**src/rtl/c8frcr_pkg.sv**
```systemverilog
// Shared types, byte codes and the CRC-8 step function for the framed relay
// command receiver. No dependencies.
package c8frcr_pkg;

    localparam int          MAX_PAYLOAD_LEN     = 64;
    localparam int          JOB_QUEUE_DEPTH     = 2;
    localparam logic [15:0] IDLE_TIMEOUT_RESET  = 16'd1475;

    localparam logic [7:0] PREAMBLE     = 8'h40;
    localparam logic [7:0] TRAILER      = 8'haa;
    localparam logic [7:0] TIMEOUT_MARK = 8'h66;   // ASCII 'f'
    localparam logic [7:0] NODE_ID_RST  = 8'haa;
    localparam logic [7:0] ACK_LEN      = 8'd1;
    localparam logic [7:0] CMD_ON       = 8'h81;
    localparam logic [7:0] CMD_OFF      = 8'h82;
    localparam logic [7:0] CMD_SETID    = 8'h83;
    localparam logic [7:0] CMD_INVERT   = 8'h84;
    localparam logic [7:0] CRC_POLY     = 8'h8c;   // 0x31 reflected

    localparam logic [2:0] ACK_LAST_IDX = 3'd5;

    // One reply for the back end: a timeout marker or a full acknowledge frame.
    typedef struct packed {
        logic       is_timeout;
        logic [7:0] node_id;
        logic [7:0] sender;
        logic       status;
        logic       relay;
        logic       invert;
        logic       save_id;
        logic       save_invert;
    } t_job;

    // Reflected CRC-8 over one byte, bit-serial form unrolled over eight steps.
    function automatic logic [7:0] crc8_fold(input logic [7:0] crc, input logic [7:0] b);
        logic [7:0] v;
        v = crc ^ b;
        for (int i = 0; i < 8; i++) begin
            v = v[0] ? ((v >> 1) ^ CRC_POLY) : (v >> 1);
        end
        return v;
    endfunction

endpackage

```
**src/rtl/c8frcr_front.sv**
```systemverilog
// Front end: frame parser, idle timer and command execution.
// Depends on c8frcr_pkg; pushes one t_job per reply into the job queue.
module c8frcr_front
    import c8frcr_pkg::*;
#(
    parameter int P_MAX_PAYLOAD_LEN = MAX_PAYLOAD_LEN
) (
    input  logic        i_clk,
    input  logic        i_rst_n,
    input  logic        i_cfg_we,
    input  logic [15:0] i_cfg_wdata,
    input  logic        i_accept,
    input  logic        i_tick,
    input  logic [7:0]  i_byte,
    output logic        o_push,
    output t_job        o_job
);

    typedef enum logic [5:0] {
        PH_IDLE  = 6'b000001,
        PH_SRC   = 6'b000010,
        PH_DST   = 6'b000100,
        PH_LEN   = 6'b001000,
        PH_DATA  = 6'b010000,
        PH_CHECK = 6'b100000
    } t_phase;

    localparam logic [7:0] MaxLen = 8'(P_MAX_PAYLOAD_LEN);

    t_phase      r_phase, n_phase;
    logic [7:0]  r_crc, n_crc;
    logic [7:0]  r_sender, n_sender;
    logic [7:0]  r_target, n_target;
    logic [6:0]  r_len, n_len;
    logic [6:0]  r_taken, n_taken;
    logic [7:0]  r_cmd [2];
    logic [7:0]  r_node_id, n_node_id;
    logic        r_invert, n_invert;
    logic        r_relay, n_relay;
    logic        r_armed, n_armed;
    logic [15:0] r_idle, n_idle;
    logic [15:0] r_timeout;

    logic [15:0] idle_inc;
    logic [7:0]  crc_next;
    logic [6:0]  taken_inc;
    logic        cmd_we;
    logic        status;
    logic        sid, sinv;
    logic        push_ack, push_to;

    assign idle_inc  = r_idle + 16'd1;
    assign crc_next  = crc8_fold(r_crc, i_byte);
    assign taken_inc = r_taken + 7'd1;

    always_comb begin
        n_phase   = r_phase;
        n_crc     = r_crc;
        n_sender  = r_sender;
        n_target  = r_target;
        n_len     = r_len;
        n_taken   = r_taken;
        n_node_id = r_node_id;
        n_invert  = r_invert;
        n_relay   = r_relay;
        n_armed   = r_armed;
        n_idle    = r_idle;
        cmd_we    = 1'b0;
        status    = 1'b1;
        sid       = 1'b0;
        sinv      = 1'b0;
        push_ack  = 1'b0;
        push_to   = 1'b0;
        if (i_accept && i_tick) begin
            if (r_armed) begin
                if (idle_inc < r_timeout) begin
                    n_idle = idle_inc;
                end else begin
                    n_phase = PH_IDLE;
                    n_crc   = 8'd0;
                    n_taken = 7'd0;
                    n_armed = 1'b0;
                    n_idle  = 16'd0;
                    push_to = 1'b1;
                end
            end
        end else if (i_accept) begin
            n_armed = 1'b1;
            n_idle  = 16'd0;
            unique case (r_phase)
                PH_IDLE: begin
                    if (i_byte == PREAMBLE) begin
                        n_crc   = crc_next;
                        n_phase = PH_SRC;
                    end
                end
                PH_SRC: begin
                    n_crc    = crc_next;
                    n_sender = i_byte;
                    n_phase  = PH_DST;
                end
                PH_DST: begin
                    n_crc    = crc_next;
                    n_target = i_byte;
                    n_phase  = PH_LEN;
                end
                PH_LEN: begin
                    if (i_byte > MaxLen) begin
                        n_phase = PH_IDLE;
                        n_crc   = 8'd0;
                        n_taken = 7'd0;
                    end else begin
                        n_crc   = crc_next;
                        n_len   = i_byte[6:0];
                        n_taken = 7'd0;
                        n_phase = (i_byte == 8'd0) ? PH_CHECK : PH_DATA;
                    end
                end
                PH_DATA: begin
                    n_crc   = crc_next;
                    cmd_we  = (r_taken < 7'd2);
                    n_taken = taken_inc;
                    if (taken_inc >= r_len) begin
                        n_phase = PH_CHECK;
                    end
                end
                PH_CHECK: begin
                    n_armed = 1'b0;
                    n_phase = PH_IDLE;
                    n_crc   = 8'd0;
                    n_taken = 7'd0;
                    if ((r_crc == i_byte) && (r_target == r_node_id)) begin
                        push_ack = 1'b1;
                        if (r_len == 7'd2 && r_cmd[0] == CMD_INVERT) begin
                            n_invert = (r_cmd[1] != 8'd0);
                            sinv     = (n_invert != r_invert);
                            status   = 1'b0;
                        end else if (r_len == 7'd2 && r_cmd[0] == CMD_SETID) begin
                            n_node_id = r_cmd[1];
                            sid       = (r_cmd[1] != r_node_id);
                            status    = 1'b0;
                        end else if (r_len == 7'd1 && r_cmd[0] == CMD_OFF) begin
                            n_relay = r_invert;
                            status  = 1'b0;
                        end else if (r_len == 7'd1 && r_cmd[0] == CMD_ON) begin
                            n_relay = ~r_invert;
                            status  = 1'b0;
                        end
                    end
                end
                default: begin
                    n_phase = PH_IDLE;
                    n_crc   = 8'd0;
                    n_taken = 7'd0;
                end
            endcase
        end
    end

    assign o_push             = push_ack | push_to;
    assign o_job.is_timeout   = push_to;
    assign o_job.node_id      = n_node_id;
    assign o_job.sender       = r_sender;
    assign o_job.status       = status;
    assign o_job.relay        = n_relay;
    assign o_job.invert       = n_invert;
    assign o_job.save_id      = sid;
    assign o_job.save_invert  = sinv;

    always_ff @(posedge i_clk) begin
        if (!i_rst_n) begin
            r_phase   <= PH_IDLE;
            r_crc     <= 8'd0;
            r_sender  <= 8'd0;
            r_target  <= 8'd0;
            r_len     <= 7'd0;
            r_taken   <= 7'd0;
            r_node_id <= NODE_ID_RST;
            r_invert  <= 1'b0;
            r_relay   <= 1'b0;
            r_armed   <= 1'b0;
            r_idle    <= 16'd0;
            r_timeout <= IDLE_TIMEOUT_RESET;
        end else begin
            r_phase   <= n_phase;
            r_crc     <= n_crc;
            r_sender  <= n_sender;
            r_target  <= n_target;
            r_len     <= n_len;
            r_taken   <= n_taken;
            r_node_id <= n_node_id;
            r_invert  <= n_invert;
            r_relay   <= n_relay;
            r_armed   <= n_armed;
            r_idle    <= n_idle;
            if (i_cfg_we) begin
                r_timeout <= i_cfg_wdata;
            end
        end
    end

    // Command bytes carry no reset; they are read only after being written.
    always_ff @(posedge i_clk) begin
        if (cmd_we) begin
            r_cmd[r_taken[0]] <= i_byte;
        end
    end

    a_check_disarms: assert property (@(posedge i_clk) disable iff (!i_rst_n)
        (i_accept && !i_tick && r_phase == PH_CHECK) |=> (!r_armed && r_phase == PH_IDLE))
        else $error("check byte did not disarm the timer and reset the parser");

endmodule

```
**src/rtl/c8frcr_queue.sv**
```systemverilog
// Small job queue in flip-flops between the front and back ends.
// Depends on c8frcr_pkg for t_job.
module c8frcr_queue
    import c8frcr_pkg::*;
#(
    parameter int P_DEPTH = JOB_QUEUE_DEPTH
) (
    input  logic i_clk,
    input  logic i_rst_n,
    input  logic i_push,
    input  t_job i_job,
    input  logic i_pop,
    output logic o_full,
    output logic o_valid,
    output t_job o_job
);

    localparam int PtrW = (P_DEPTH > 1) ? $clog2(P_DEPTH) : 1;
    localparam int CntW = $clog2(P_DEPTH + 1);
    localparam logic [PtrW-1:0] LastPtr = PtrW'(P_DEPTH - 1);
    localparam logic [CntW-1:0] DepthCnt = CntW'(P_DEPTH);

    t_job            r_mem [P_DEPTH];
    logic [PtrW-1:0] r_wptr, r_rptr;
    logic [CntW-1:0] r_count;
    logic            do_push, do_pop;

    assign o_full  = (r_count == DepthCnt);
    assign o_valid = (r_count != '0);
    assign o_job   = r_mem[r_rptr];
    assign do_push = i_push & ~o_full;
    assign do_pop  = i_pop & o_valid;

    always_ff @(posedge i_clk) begin
        if (!i_rst_n) begin
            r_wptr  <= '0;
            r_rptr  <= '0;
            r_count <= '0;
        end else begin
            if (do_push) begin
                r_wptr <= (r_wptr == LastPtr) ? '0 : r_wptr + PtrW'(1);
            end
            if (do_pop) begin
                r_rptr <= (r_rptr == LastPtr) ? '0 : r_rptr + PtrW'(1);
            end
            unique case ({do_push, do_pop})
                2'b10:   r_count <= r_count + CntW'(1);
                2'b01:   r_count <= r_count - CntW'(1);
                default: r_count <= r_count;
            endcase
        end
    end

    always_ff @(posedge i_clk) begin
        if (do_push) begin
            r_mem[r_wptr] <= i_job;
        end
    end

    a_no_overflow: assert property (@(posedge i_clk) disable iff (!i_rst_n)
        i_push |-> !o_full)
        else $error("job pushed into a full queue");

    a_count_bound: assert property (@(posedge i_clk) disable iff (!i_rst_n)
        r_count <= DepthCnt)
        else $error("queue count beyond depth");

endmodule

```
**src/rtl/c8frcr_back.sv**
```systemverilog
// Back end: serializes queued jobs into transmit bytes on the output stream.
// Depends on c8frcr_pkg for t_job and byte codes.
module c8frcr_back
    import c8frcr_pkg::*;
(
    input  logic       i_clk,
    input  logic       i_rst_n,
    input  logic       i_q_valid,
    input  t_job       i_q_job,
    output logic       o_q_pop,
    output logic       o_valid,
    input  logic       i_ready,
    output logic [7:0] o_byte,
    output logic       o_last,
    output logic [3:0] o_user
);

    logic       r_valid;
    logic [2:0] r_idx;
    t_job       r_job;
    logic       take;
    logic       xfer;

    assign o_valid = r_valid;
    assign o_last  = r_job.is_timeout | (r_idx == ACK_LAST_IDX);
    assign o_user  = {r_job.save_invert, r_job.save_id, r_job.invert, r_job.relay};
    assign xfer    = r_valid & i_ready;
    assign take    = ~r_valid | (xfer & o_last);
    assign o_q_pop = take & i_q_valid;

    always_comb begin
        if (r_job.is_timeout) begin
            o_byte = TIMEOUT_MARK;
        end else begin
            unique case (r_idx)
                3'd0:    o_byte = PREAMBLE;
                3'd1:    o_byte = r_job.node_id;
                3'd2:    o_byte = r_job.sender;
                3'd3:    o_byte = ACK_LEN;
                3'd4:    o_byte = {7'd0, r_job.status};
                default: o_byte = TRAILER;
            endcase
        end
    end

    always_ff @(posedge i_clk) begin
        if (!i_rst_n) begin
            r_valid <= 1'b0;
            r_idx   <= 3'd0;
        end else if (take) begin
            r_valid <= i_q_valid;
            r_idx   <= 3'd0;
        end else if (xfer) begin
            r_idx   <= r_idx + 3'd1;
        end
    end

    always_ff @(posedge i_clk) begin
        if (take) begin
            r_job <= i_q_job;
        end
    end

endmodule

```
**src/rtl/crc8_framed_relay_command_receiver_unit.sv**
```systemverilog
// Path: the reply to an input transaction is written into the job queue at the edge that accepts
//   the input and is then loaded into the output register, when the job queue and the output are idle.
// Throughput: one input transaction per cycle while the two-entry job queue has room;
//   an acknowledge is six output bytes and a timeout marker one byte,
//   so the output serializer and the sink's ready set the sustained rate.
// Reset: synchronous, active low; clears parser, timer, flags and queue and sets node id to 0xaa at once.
// Top level of the framed relay command receiver; depends on c8frcr_pkg and the
// front, queue and back submodules.
module crc8_framed_relay_command_receiver_unit
    import c8frcr_pkg::*;
#(
    parameter int P_MAX_PAYLOAD_LEN = MAX_PAYLOAD_LEN,
    parameter int P_QUEUE_DEPTH     = JOB_QUEUE_DEPTH
) (
    input  logic        i_clk,
    input  logic        i_rst_n,
    // configuration: idle timeout in ticks
    input  logic        i_cfg_we,
    input  logic [15:0] i_cfg_wdata,
    // input stream
    input  logic        s_axis_tvalid,
    output logic        s_axis_tready,
    input  logic [7:0]  s_axis_tdata,   // [7:0] rx_byte
    input  logic        s_axis_tuser,   // [0] operation (0 byte, 1 tick)
    // output stream
    output logic        m_axis_tvalid,
    input  logic        m_axis_tready,
    output logic [7:0]  m_axis_tdata,   // [7:0] tx_byte
    output logic        m_axis_tlast,   // last byte of this input's run
    output logic [3:0]  m_axis_tuser    // [0] relay_level [1] invert_flag
                                        // [2] save_id [3] save_invert
);

    logic q_full;
    logic q_valid;
    logic q_pop;
    logic push;
    logic accept;
    t_job push_job;
    t_job head_job;

    // Accept inputs whenever the queue can absorb a reply; the front end may
    // produce at most one job per transaction.
    assign s_axis_tready = ~q_full;
    assign accept        = s_axis_tvalid & s_axis_tready;

    // Parse bytes, run the idle timer and execute commands.
    c8frcr_front #(
        .P_MAX_PAYLOAD_LEN(P_MAX_PAYLOAD_LEN)
    ) u_front (
        .i_clk      (i_clk),
        .i_rst_n    (i_rst_n),
        .i_cfg_we   (i_cfg_we),
        .i_cfg_wdata(i_cfg_wdata),
        .i_accept   (accept),
        .i_tick     (s_axis_tuser),
        .i_byte     (s_axis_tdata),
        .o_push     (push),
        .o_job      (push_job)
    );

    // Decouple parsing from transmission so each side can stall alone.
    c8frcr_queue #(
        .P_DEPTH(P_QUEUE_DEPTH)
    ) u_queue (
        .i_clk  (i_clk),
        .i_rst_n(i_rst_n),
        .i_push (push),
        .i_job  (push_job),
        .i_pop  (q_pop),
        .o_full (q_full),
        .o_valid(q_valid),
        .o_job  (head_job)
    );

    // Emit the reply bytes, holding each until the sink takes it.
    c8frcr_back u_back (
        .i_clk    (i_clk),
        .i_rst_n  (i_rst_n),
        .i_q_valid(q_valid),
        .i_q_job  (head_job),
        .o_q_pop  (q_pop),
        .o_valid  (m_axis_tvalid),
        .i_ready  (m_axis_tready),
        .o_byte   (m_axis_tdata),
        .o_last   (m_axis_tlast),
        .o_user   (m_axis_tuser)
    );

endmodule
```
**config.mk**
```make
export PLATFORM = sky130hd
export DESIGN_NAME = crc8_framed_relay_command_receiver_unit
export DESIGN_NICKNAME = d
export VERILOG_FILES = /design/src/rtl/c8frcr_pkg.sv /design/src/rtl/c8frcr_front.sv /design/src/rtl/c8frcr_queue.sv /design/src/rtl/c8frcr_back.sv /design/src/rtl/crc8_framed_relay_command_receiver_unit.sv
export SDC_FILE = /design/constraint.sdc
export NUM_CORES = 1
export LEC_CHECK = 0
export BUFFER_PORTS_ARGS = -buffer_cell sky130_fd_sc_hd__buf_2
export CORE_MARGIN = 2
export CORE_UTILIZATION = 30
export DETAILED_ROUTE_END_ITERATION = 6
export GPL_TIMING_DRIVEN = 1
export MAX_ROUTING_LAYER = met4
export PLACE_DENSITY = 0.56
export SYNTH_ARGS = -nofsm -noshare
export SYNTH_HDL_FRONTEND = slang
export SYNTH_SLANG_ARGS = --single-unit
```
**constraint.sdc**
```tcl
create_clock -name i_clk -period 5 [get_ports i_clk]
set_clock_uncertainty 0.1 [all_clocks]
set_input_delay 0.5 -clock i_clk [delete_from_list [all_inputs] [get_ports i_clk]]
set_output_delay 0.5 -clock i_clk [all_outputs]
set_load 0.01 [all_outputs]
```
==> reports/qor.txt, run 1 <==
# IOs: 45
VDD IR-drop max: 0.176 mV
Remaining Overflow, GRT: 0
Fraction of layout cells with a size suffix above 1: 17.2%
CTS clk-pin slew, worst paths: 70 ps
Post-cts sizing count: 0
CP Data Arrival Time: 4390 ps
WHS Path Cells: 3
Vias per cell: 4.64
Core area: 0.0271 mm^2
Total die area: 0.0290 mm^2
Register area share after synthesis: 52.5%
Worst reg2reg setup slack: 860 ps
Post-CTS Hold Fix Bufs: 0
Initial antenna violation count: 0
CTS sink count: 177
Post-DR wirelength/cell: 14.8 um
Outcome: finished clean
Comb power frac: 8.7%
Setup TNS Final: 0 ps
Vias in the first global route: 5299
Post-synthesis instance area: 0.00831 mm^2
Worst reg-to-reg path cell count: 13
Post-CTS setup buffers: 0
Int Pwr: 2420 uW
Post-synthesis mux area share: 9.14%
Die Wd: 170 um
Crit path time final: 4140 ps
Worst Tran Pin Value: 1120 ps
Tcrit/Tclk final: 82.8%
DR vias: 5412
Static leakage: 0.00370 uW
Power Total: 3260 uW
P&R area growth vs syn: 13.7%
#FFs+latches synth: 177
R2R Path Start: u_front.r_idle[2]
Initial DRT Pass Iterations: 5
Post-synthesis cell count: 751
H-Tree Depth: 4
Deepest clock path buffer count: 2
Nets: 842
Fin area: 0.00944 mm^2
Global Route Usage Sum: 12.7%
Post-synth EDFFs: 82
Crit. End Element: flop
Clock tree root buffer cell: clkbuf_16
RSZ-0062 raised after global routing: false
Drt initial violations: 258
Synth Area in Simple Gates: 14.2%
Total CTS buffers: 17
Hold_ws: 181 ps
CP max FO: 6
Most frequent cells in the layout: dfxtp_1, edfxtp_1, nor2_1
Switching power total: 839 uW
DRT antenna net count: 0
Synth cell types: 69
Top FF cell, synth: dfxtp_1
CP Launch Type: flop
Die Y: 170 um
Row count: 60
Later-pin clock latency in the skew report: 430 ps
Hold_sp: i_cfg_wdata[0]
PwrDens: 345 mW/mm^2
Placer congestion estimate: 0.812
Initial Utilization: 30.7%
CTS tree: built
Slew Viols, Final: 0
Placed Area: 0.00885 mm^2
Reg-to-Reg End: u_queue.r_count[1]
Req. time, crit path: 5250 ps
# diodes: 0
# port buffers: 44
Placed Cells: 1135
Max-cap viol count: 0
Post-synth net total: 811
Largest family of logic cells by synthesized area: simple AND/OR/NAND/NOR gates
Synth Area in Adders: 4.52%
Total detailed-routing wirelength: 17200 um
Hpwl dp: 11800 um
Share of synthesized registers carrying an async set or reset: 0%
Post-route DRC: 0
Fin. Hold Viols: 0
Compound-gate portion of the synthesized area: 9.64%
Post-Syn Area per Cell: 11.1 um^2
Yosys warning count: 0
Setup violations, final: 0
Hold WC Path Type: in2reg
Setup CP Type: reg2reg
Largest net degree at the start of global routing: 48
Global-route wire length before repair: 27800 um
Final Instance Count excl. Fillers: 1167
Rel. slew slack: 25.4%
Leading cell type in the layout, fill and taps excluded: dfxtp_1
Seq pwr share: 50.4%
Hold Path End: u_front.r_timeout[0]
Clock power frac: 40.9%
Switching part of the total power: 25.8%
Post-synthesis xor/xnor area fraction: 6.22%
FMAX: 0.242 GHz
## critical path, cell delays in order (launching register included)
cell	delay (ps)
dfxtp_1	420
nand3_1	140
nor3_1	610
nand4_1	190
xnor2_1	230
ha_1	280
a21oi_1	130
o21ai_0	80
or4_1	600
o21ba_2	290
nor2_1	180
ha_1	280
or3_1	370
a21oi_1	140
## cell usage after synthesis, drive strengths merged, types with 18 or more instances
library cell | count | share of area, %
dfxtp | 95 | 23
nand3 | 28 | 1.8
nor2 | 74 | 3.4
ha | 30 | 4.5
o21ai | 19 | 1.1
a21oi | 32 | 1.9
mux2i | 41 | 4.9
nand2 | 40 | 1.8
inv | 33 | 1.5
xnor2 | 39 | 4.1
mux2 | 31 | 4.2
buf | 20 | 1.5
xor2 | 20 | 2.1
clkbuf | 18 | 0.81
edfxtp | 82 | 30
## cell families after synthesis
| family | after synthesis |
|---|---|
| simple gates | 229 |
| flops | 177 |
| compound gates | 113 |
| mux | 72 |
| buf+inv | 71 |
| xor+xnor | 59 |
| fa+ha+maj | 30 |
## layout make-up
type	instances	area (um^2)
multi-input combinational	503	3630
clock inverter	15	165
fill	2735	17700
tap	372	465
sequential	177	4360
clock buffer	17	425
inverter	33	124
timing repair buffer	50	265
## layer usage
layer | global-route usage [%] | vias to the layer above | routed length [um]
met5 | - | - | 0
li1 | - | 2766 | -
met2 | 20.0 | 71 | 8000
met3 | 3.21 | 13 | 554
met1 | 16.3 | 2562 | 8530
met4 | 3.42 | 0 | 132
## worst max-delay path by stage
stage	start	depth (start not counted)	to
after floorplan	u_front.r_idle[6]	12	u_queue.r_mem[0][0]
after CTS	u_front.r_idle[2]	13	u_queue.r_count[1]
after global routing	u_front.r_idle[2]	13	u_queue.r_count[1]
after detailed placement	u_front.r_idle[2]	13	u_queue.r_count[1]
after global placement	u_front.r_idle[2]	13	u_queue.r_count[1]
final	u_front.r_idle[2]	13	u_queue.r_count[1]
## power groups by stage
stage / Clock [uW] / Sequential, uW / Combinational, uW
6_report: 1330 / 1640 / 283
5_1_grt: 1430 / 1650 / 310
2_1_floorplan: 0 / 1640 / 217
3_3_place_gp: 0 / 1670 / 284
4_1_cts: 1360 / 1640 / 286
3_5_place_dp: 0 / 1670 / 285
## per-stage QoR
stage | setup WS, ps | utilization, %
after detailed placement | 833 | 32.7
after global routing | 497 | 34.8
after global placement | 906 | 32.7
after CTS | 812 | 34.8
after floorplan | 1210 | -
final | 859 | 34.8
## sequential cells by signal (all words and copies together) (netlist names)
register and cells:
u_back.o_valid 1, u_front.r_target 8, u_front.r_taken 7, u_queue.r_rptr 1, u_front.r_relay 1, u_queue.r_mem 44, u_front.r_sender 8, u_back.r_idx 3
u_front.r_armed 1, u_front.r_node_id 8, u_front.r_crc 8, u_front.r_invert 1, u_queue.r_count 2, u_back.o_user 4, u_front.r_idle 16, u_front.r_phase 6
u_back.r_job 18, u_front.r_len 7, u_front.r_cmd 16, u_queue.r_wptr 1, u_front.r_timeout 16
Note: power is estimated with default switching activity, not from simulation.
==> inputs of run 2 (changes only) <==
==> constraint.sdc (replaced) <==
create_clock -name i_clk -period 4.2 [get_ports i_clk]
set_clock_uncertainty 0.1 [all_clocks]
set_input_delay 0.42 -clock i_clk [delete_from_list [all_inputs] [get_ports i_clk]]
set_output_delay 0.42 -clock i_clk [all_outputs]
set_load 0.01 [all_outputs]
==> run 2 against run 1 <==
  * Critical path depth is 1 higher
  * Sequential power is 19% higher
  * Worst hold slack worse by 86 ps
  * Combinational power is 19% higher
  * Final area is 0.41% higher
  * Sequential share of layout area is 0.19 points lower
  * Count of clock-buffer cells in the layout stayed put
  * Global-route usage hardly changed
  * Highest routed layer unchanged
  * Routed wire length is 2.2% lower
  * Flip-flop and latch count stayed put
  * Register-to-register slack worse by 570 ps
  * Die area stayed put
==> reports/qor.txt, run 2 (synthesis results as in run 1) <==
Setup TNS Final: 0 ps
Max reg flops: 44
Hold WC Path Type: in2reg
Critical Path Max Stage Delay: 570 ps
Metal2 WL: 7690 um
Die Y: 170 um
Global-route wire length before repair: 27900 um
Hold_sp: i_cfg_wdata[8]
Vias per cell: 4.65
WHS Path Cells: 3
CP Launch Type: flop
Static leakage: 0.00371 uW
Initial Utilization: 30.7%
# port buffers: 44
CTS sink count: 177
Fin area: 0.00948 mm^2
DR vias: 5442
Hpwl dp: 11600 um
Power Total: 3880 uW
Crit path max-delay cell type: or4_1
R2R Path Start: u_front.r_idle[0]
Switching part of the total power: 26.9%
Rel. slew slack: 28.7%
Row count: 60
Met3 wire length: 618 um
Post-route DRC: 0
WP buf/inv: 0
Die Wd: 170 um
Register Area: 0.00436 mm^2
CTS clk-pin slew, worst paths: 70 ps
Top cell by count, worst path: ha_1
Hold Path End: u_front.r_timeout[8]
Setup CP Type: reg2reg
Drt initial violations: 403
Later-pin clock latency in the skew report: 440 ps
Cell family with most CP delay: simple AND/OR/NAND/NOR gates
Hold_ws: 94.5 ps
Switching power total: 1040 uW
Total die area: 0.0290 mm^2
Outcome: finished clean
P&R area growth vs syn: 14.1%
Initial antenna violation count: 1
Placed Area: 0.00887 mm^2
Worst reg2reg setup slack: 290 ps
Total CTS buffers: 17
Placer congestion estimate: 0.804
DRT antenna net count: 0
Tcrit/Tclk final: 93.1%
Highest metal used: met4
Setup violations, final: 0
Vias in the first global route: 5338
Biggest register: u_queue.r_mem
Remaining Overflow, GRT: 0
Req. time, crit path: 4450 ps
Met1 WL: 8300 um
# fillers: 2700
Worst-path cell chain: ha_1 -> nand3_1 -> nor2_4 -> nand3_1 -> xnor2_1 -> ha_1 -> nand4_1 -> nor2_1 -> or4_1 -> o21ba_2 -> nor2_1 -> ha_1 -> or3_1 -> a21oi_1
Worst reg-to-reg path cell count: 14
Leading cell type in the layout, fill and taps excluded: dfxtp_1
Comb power frac: 8.7%
Most frequent cells in the layout: dfxtp_1, edfxtp_1, nor2_1
PwrDens: 409 mW/mm^2
# IOs: 45
Fin. Hold Viols: 0
Crit. End Element: flop
Post-CTS Hold Fix Bufs: 0
Largest net degree at the start of global routing: 48
CP Data Arrival Time: 4160 ps
Int Pwr: 2840 uW
Clock power frac: 41.1%
RSZ-0062 raised after global routing: false
Nets: 844
CP max FO: 6
Core area: 0.0271 mm^2
Clock tree root buffer cell: clkbuf_16
H-Tree Depth: 4
Total detailed-routing wirelength: 16800 um
CP startpoint: u_front.r_idle[0]
Initial DRT Pass Iterations: 5
Global Route Usage Sum: 12.7%
Max-cap viol count: 0
Fraction of layout cells with a size suffix above 1: 17.7%
Post-DR wirelength/cell: 14.4 um
Largest regs: u_queue.r_mem: 44 flops, u_back.r_job: 18 flops
Crit path time final: 3910 ps
Multi-input logic area: 0.00364 mm^2
Worst Tran Pin Value: 1070 ps
Seq pwr share: 50.3%
Deepest clock path buffer count: 2
FMAX: 0.256 GHz
Reg-to-Reg End: u_queue.r_count[1]
CTS tree: built
Slew Viols, Final: 0
VDD IR-drop max: 0.235 mV
## run 2: cell types whose count changed in the layout (fill, tap and decap cells not counted), moves of 2 or more
cell and change:
inv_8 +5, diode_2 +2, buf_4 +2, clkinv_8 +2, inv_6 -6
## run 2: cell type report
class,count,area share (%)
Timing Repair Buffer,52,2.96
Sequential cell,177,46.0
Antenna cell,2,0.0528
Tap cell,372,4.91
Clock buffer,17,4.49
Clock inverter,15,1.86
Multi-Input combinational cell,503,38.4
Inverter,33,1.31
## run 2: how the worst max path moves through the flow
stage	endpoint	slack [ps]	depth (start not counted)
2_1_floorplan	u_queue.r_mem[0][0]	410	12
3_3_place_gp	u_queue.r_count[1]	290	14
3_5_place_dp	u_queue.r_count[1]	200	14
4_1_cts	u_queue.r_count[1]	160	14
5_1_grt	u_queue.r_count[1]	20	14
6_report	u_queue.r_count[1]	290	14
## run 2: per-stage QoR
step	utilization, %	setup WS (ps)	std cells
after floorplan	-	408	751
after global placement	32.7	294	1137
after detailed placement	32.7	200	1137
after CTS	34.9	164	1169
after global routing	35.0	17.8	1170
final	35.0	291	1171
## run 2: worst min-delay path: cells and delay by family
family / cells / cell delay, ps
buffers and inverters: 1 / 70
and+or+nand+nor: 1 / 40
AOI/OAI and AO/OA: 1 / 60
## run 2: power groups by stage
stage / sequential [uW] / clock (uW) / combinational, uW
global placement: 1990 / 0 / 337
detailed placement: 1990 / 0 / 338
global route: 1970 / 1710 / 374
floorplan: 1960 / 0 / 259
CTS: 1950 / 1630 / 341
finish: 1950 / 1590 / 336
## run 2: repair_timing
item	CTS	global route
hold endpoints to repair	0	0
resized for setup	0	2
buffers inserted	0	0
endpoints found under the setup margin	0	1
## run 2: per-layer routing
layer  GRT usage (%)  up-vias
met5               -        -
met2            19.6       79
met3            3.00       16
met4            3.68        0
met1            16.6     2569
li1                -     2778
==> inputs of run 3 (changes only) <==
--- a/config.mk
+++ b/config.mk
@@ -6,12 +6,13 @@
 export NUM_CORES = 1
 export LEC_CHECK = 0
 export BUFFER_PORTS_ARGS = -buffer_cell sky130_fd_sc_hd__buf_2
-export CORE_MARGIN = 2
+export CORE_MARGIN = 1
 export CORE_UTILIZATION = 30
 export DETAILED_ROUTE_END_ITERATION = 6
 export GPL_TIMING_DRIVEN = 1
 export MAX_ROUTING_LAYER = met4
 export PLACE_DENSITY = 0.56
+export SKIP_LAST_GASP = 1
 export SYNTH_ARGS = -nofsm -noshare
 export SYNTH_HDL_FRONTEND = slang
 export SYNTH_SLANG_ARGS = --single-unit
==> run 3 against run 2 <==
  * First-iteration DRC count shrank 36%
  * Maximum frequency grew 1.7%
  * Via count shrank 0.42%
  * Critical path type unchanged
  * Sequential power is essentially flat
  * Worst hold slack gained 8.1 ps
  * Final area shrank 0.24%
  * Clock power is essentially flat
  * Die area shrank 2.3%
==> reports/qor.txt, run 3 (synthesis results as in run 1) <==
Outcome: finished clean
Initial DRT Pass Iterations: 4
CTS sink count: 177
Worst reg2reg setup slack: 360 ps
Clock power frac: 41.4%
Hold WC Path Type: in2reg
Max reg flops: 44
Deepest clock path buffer count: 2
Register Area: 0.00436 mm^2
Pre-CTS setup slack: 206 ps
Slew Viols, Final: 0
Post-CTS Hold Fix Bufs: 0
Total die area: 0.0284 mm^2
VDD IR-drop max: 0.298 mV
Int Pwr: 2850 uW
CP Launch Type: flop
Comb power frac: 8.7%
Post-route DRC: 0
Total detailed-routing wirelength: 16900 um
Req. time, crit path: 4450 ps
Drt initial violations: 259
Final WS setup: 357 ps
Vias in the first global route: 5363
DRT antenna net count: 0
Setup violations, final: 0
Core area: 0.0270 mm^2
Tcrit/Tclk final: 91.5%
Leading cell type in the layout, fill and taps excluded: dfxtp_1
Crit. End Element: flop
CP max FO: 6
Total CTS buffers: 17
CTS clk-pin slew, worst paths: 70 ps
Die Wd: 168 um
Row count: 60
Global Route Usage Sum: 13.1%
Seq pwr share: 49.9%
P&R area growth vs syn: 13.9%
Largest net degree at the start of global routing: 49
Die Y: 168 um
Fin. Hold Viols: 0
Worst reg-to-reg path cell count: 14
Nets: 844
Fraction of layout cells with a size suffix above 1: 17.7%
# port buffers: 44
Switching power total: 1050 uW
Initial Utilization: 30.7%
# IOs: 45
Clock tree root buffer cell: clkbuf_16
CTS tree: built
DR vias: 5419
Setup TNS Final: 0 ps
Hpwl dp: 11900 um
WHS Path Cells: 3
Multi-input logic area: 0.00364 mm^2
H-Tree Depth: 4
Vias per cell: 4.75
Rel. slew slack: 23.2%
PwrDens: 412 mW/mm^2
Biggest register: u_queue.r_mem
Static leakage: 0.00371 uW
Later-pin clock latency in the skew report: 440 ps
Initial antenna violation count: 2
# fillers: 2701
Worst Tran Pin Value: 1150 ps
Setup CP Type: reg2reg
Largest regs: u_queue.r_mem: 44 flops, u_back.r_job: 18 flops
CP Data Arrival Time: 4090 ps
Remaining Overflow, GRT: 0
Crit path time final: 3840 ps
Max-cap viol count: 0
FMAX: 0.260 GHz
Switching part of the total power: 27.0%
Post-DR wirelength/cell: 14.8 um
Most frequent cells in the layout: dfxtp_1, edfxtp_1, nor2_1
Placer congestion estimate: 0.815
Global-route wire length before repair: 28400 um
[run 3: cell count changes in the layout (fill, tap and decap cells not counted), sizes merged]
cell / previous run / this run
clkinv: 6 / 5
inv: 41 / 42
[run 3: what timing repair did]
item / 4_1_cts / 5_1_grt
endpoints found under the setup margin: 0 / 1
buffers inserted: 0 / 0
resized for setup: 0 / 2
endpoints found under the hold margin: 0 / 0
[run 3: path summary, 6_finish.rpt]
| path | endpoint | start |
|---|---|---|
| max | u_queue.r_count[1] | u_front.r_idle[0] |
| min | u_front.r_timeout[6] | i_cfg_wdata[6] |
| max reg2reg | u_queue.r_count[1] | u_front.r_idle[0] |
| min reg2reg | u_queue.r_mem[1][8] | u_front.r_sender[3] |
[run 3: area by class of cell]
type | instances | area share, %
Inverter | 33 | 1.31
Sequential cell | 177 | 46.1
Tap cell | 341 | 4.51
Antenna cell | 2 | 0.0529
Multi-Input combinational cell | 503 | 38.5
Clock buffer | 17 | 4.50
Timing Repair Buffer | 52 | 2.96
Clock inverter | 15 | 2.04
[run 3: per-stage QoR]
step	utilization (%)	std cells	hold slack [ps]	total power (uW)	area, um^2
2_1_floorplan	-	751	325	2210	8310
3_3_place_gp	32.7	1106	338	2330	8830
5_1_grt	35.0	1140	107	4070	9460
3_5_place_dp	32.7	1106	346	2330	8830
4_1_cts	35.0	1138	83.7	3950	9450
6_report	35.0	1140	103	3900	9460
[run 3: worst max-delay path, stage by stage, from the launching register on]
cell and delay, ps:
dfxtp_1 410, ha_1 210, nand3_1 190, nor2_4 220, nand3_1 120, xnor2_1 200
ha_1 280, nand4_1 150, nor2_1 60, or4_1 570, o21ba_2 290, nor2_1 180
ha_1 290, or3_1 370, a21oi_1 130
[run 3: power groups by stage]
stage                     clock [uW]  sequential, uW  combinational [uW]
final                           1610            1950                 340
after global routing            1730            1960                 381
after CTS                       1660            1950                 343
after detailed placement           0            1990                 340
after global placement             0            1990                 339
after floorplan                    0            1960                 259
[run 3: per-layer routing]
metal | part of all wire [%] | global-route usage (%) | wire, um | vias to the layer above
li1 | - | - | - | 2770
met1 | 49 | 16.9 | 8330 | 2558
met2 | 46 | 20.4 | 7740 | 73
met3 | 3.1 | 2.91 | 520 | 18
met4 | 1.5 | 4.23 | 261 | 0
met5 | 0 | - | 0 | -
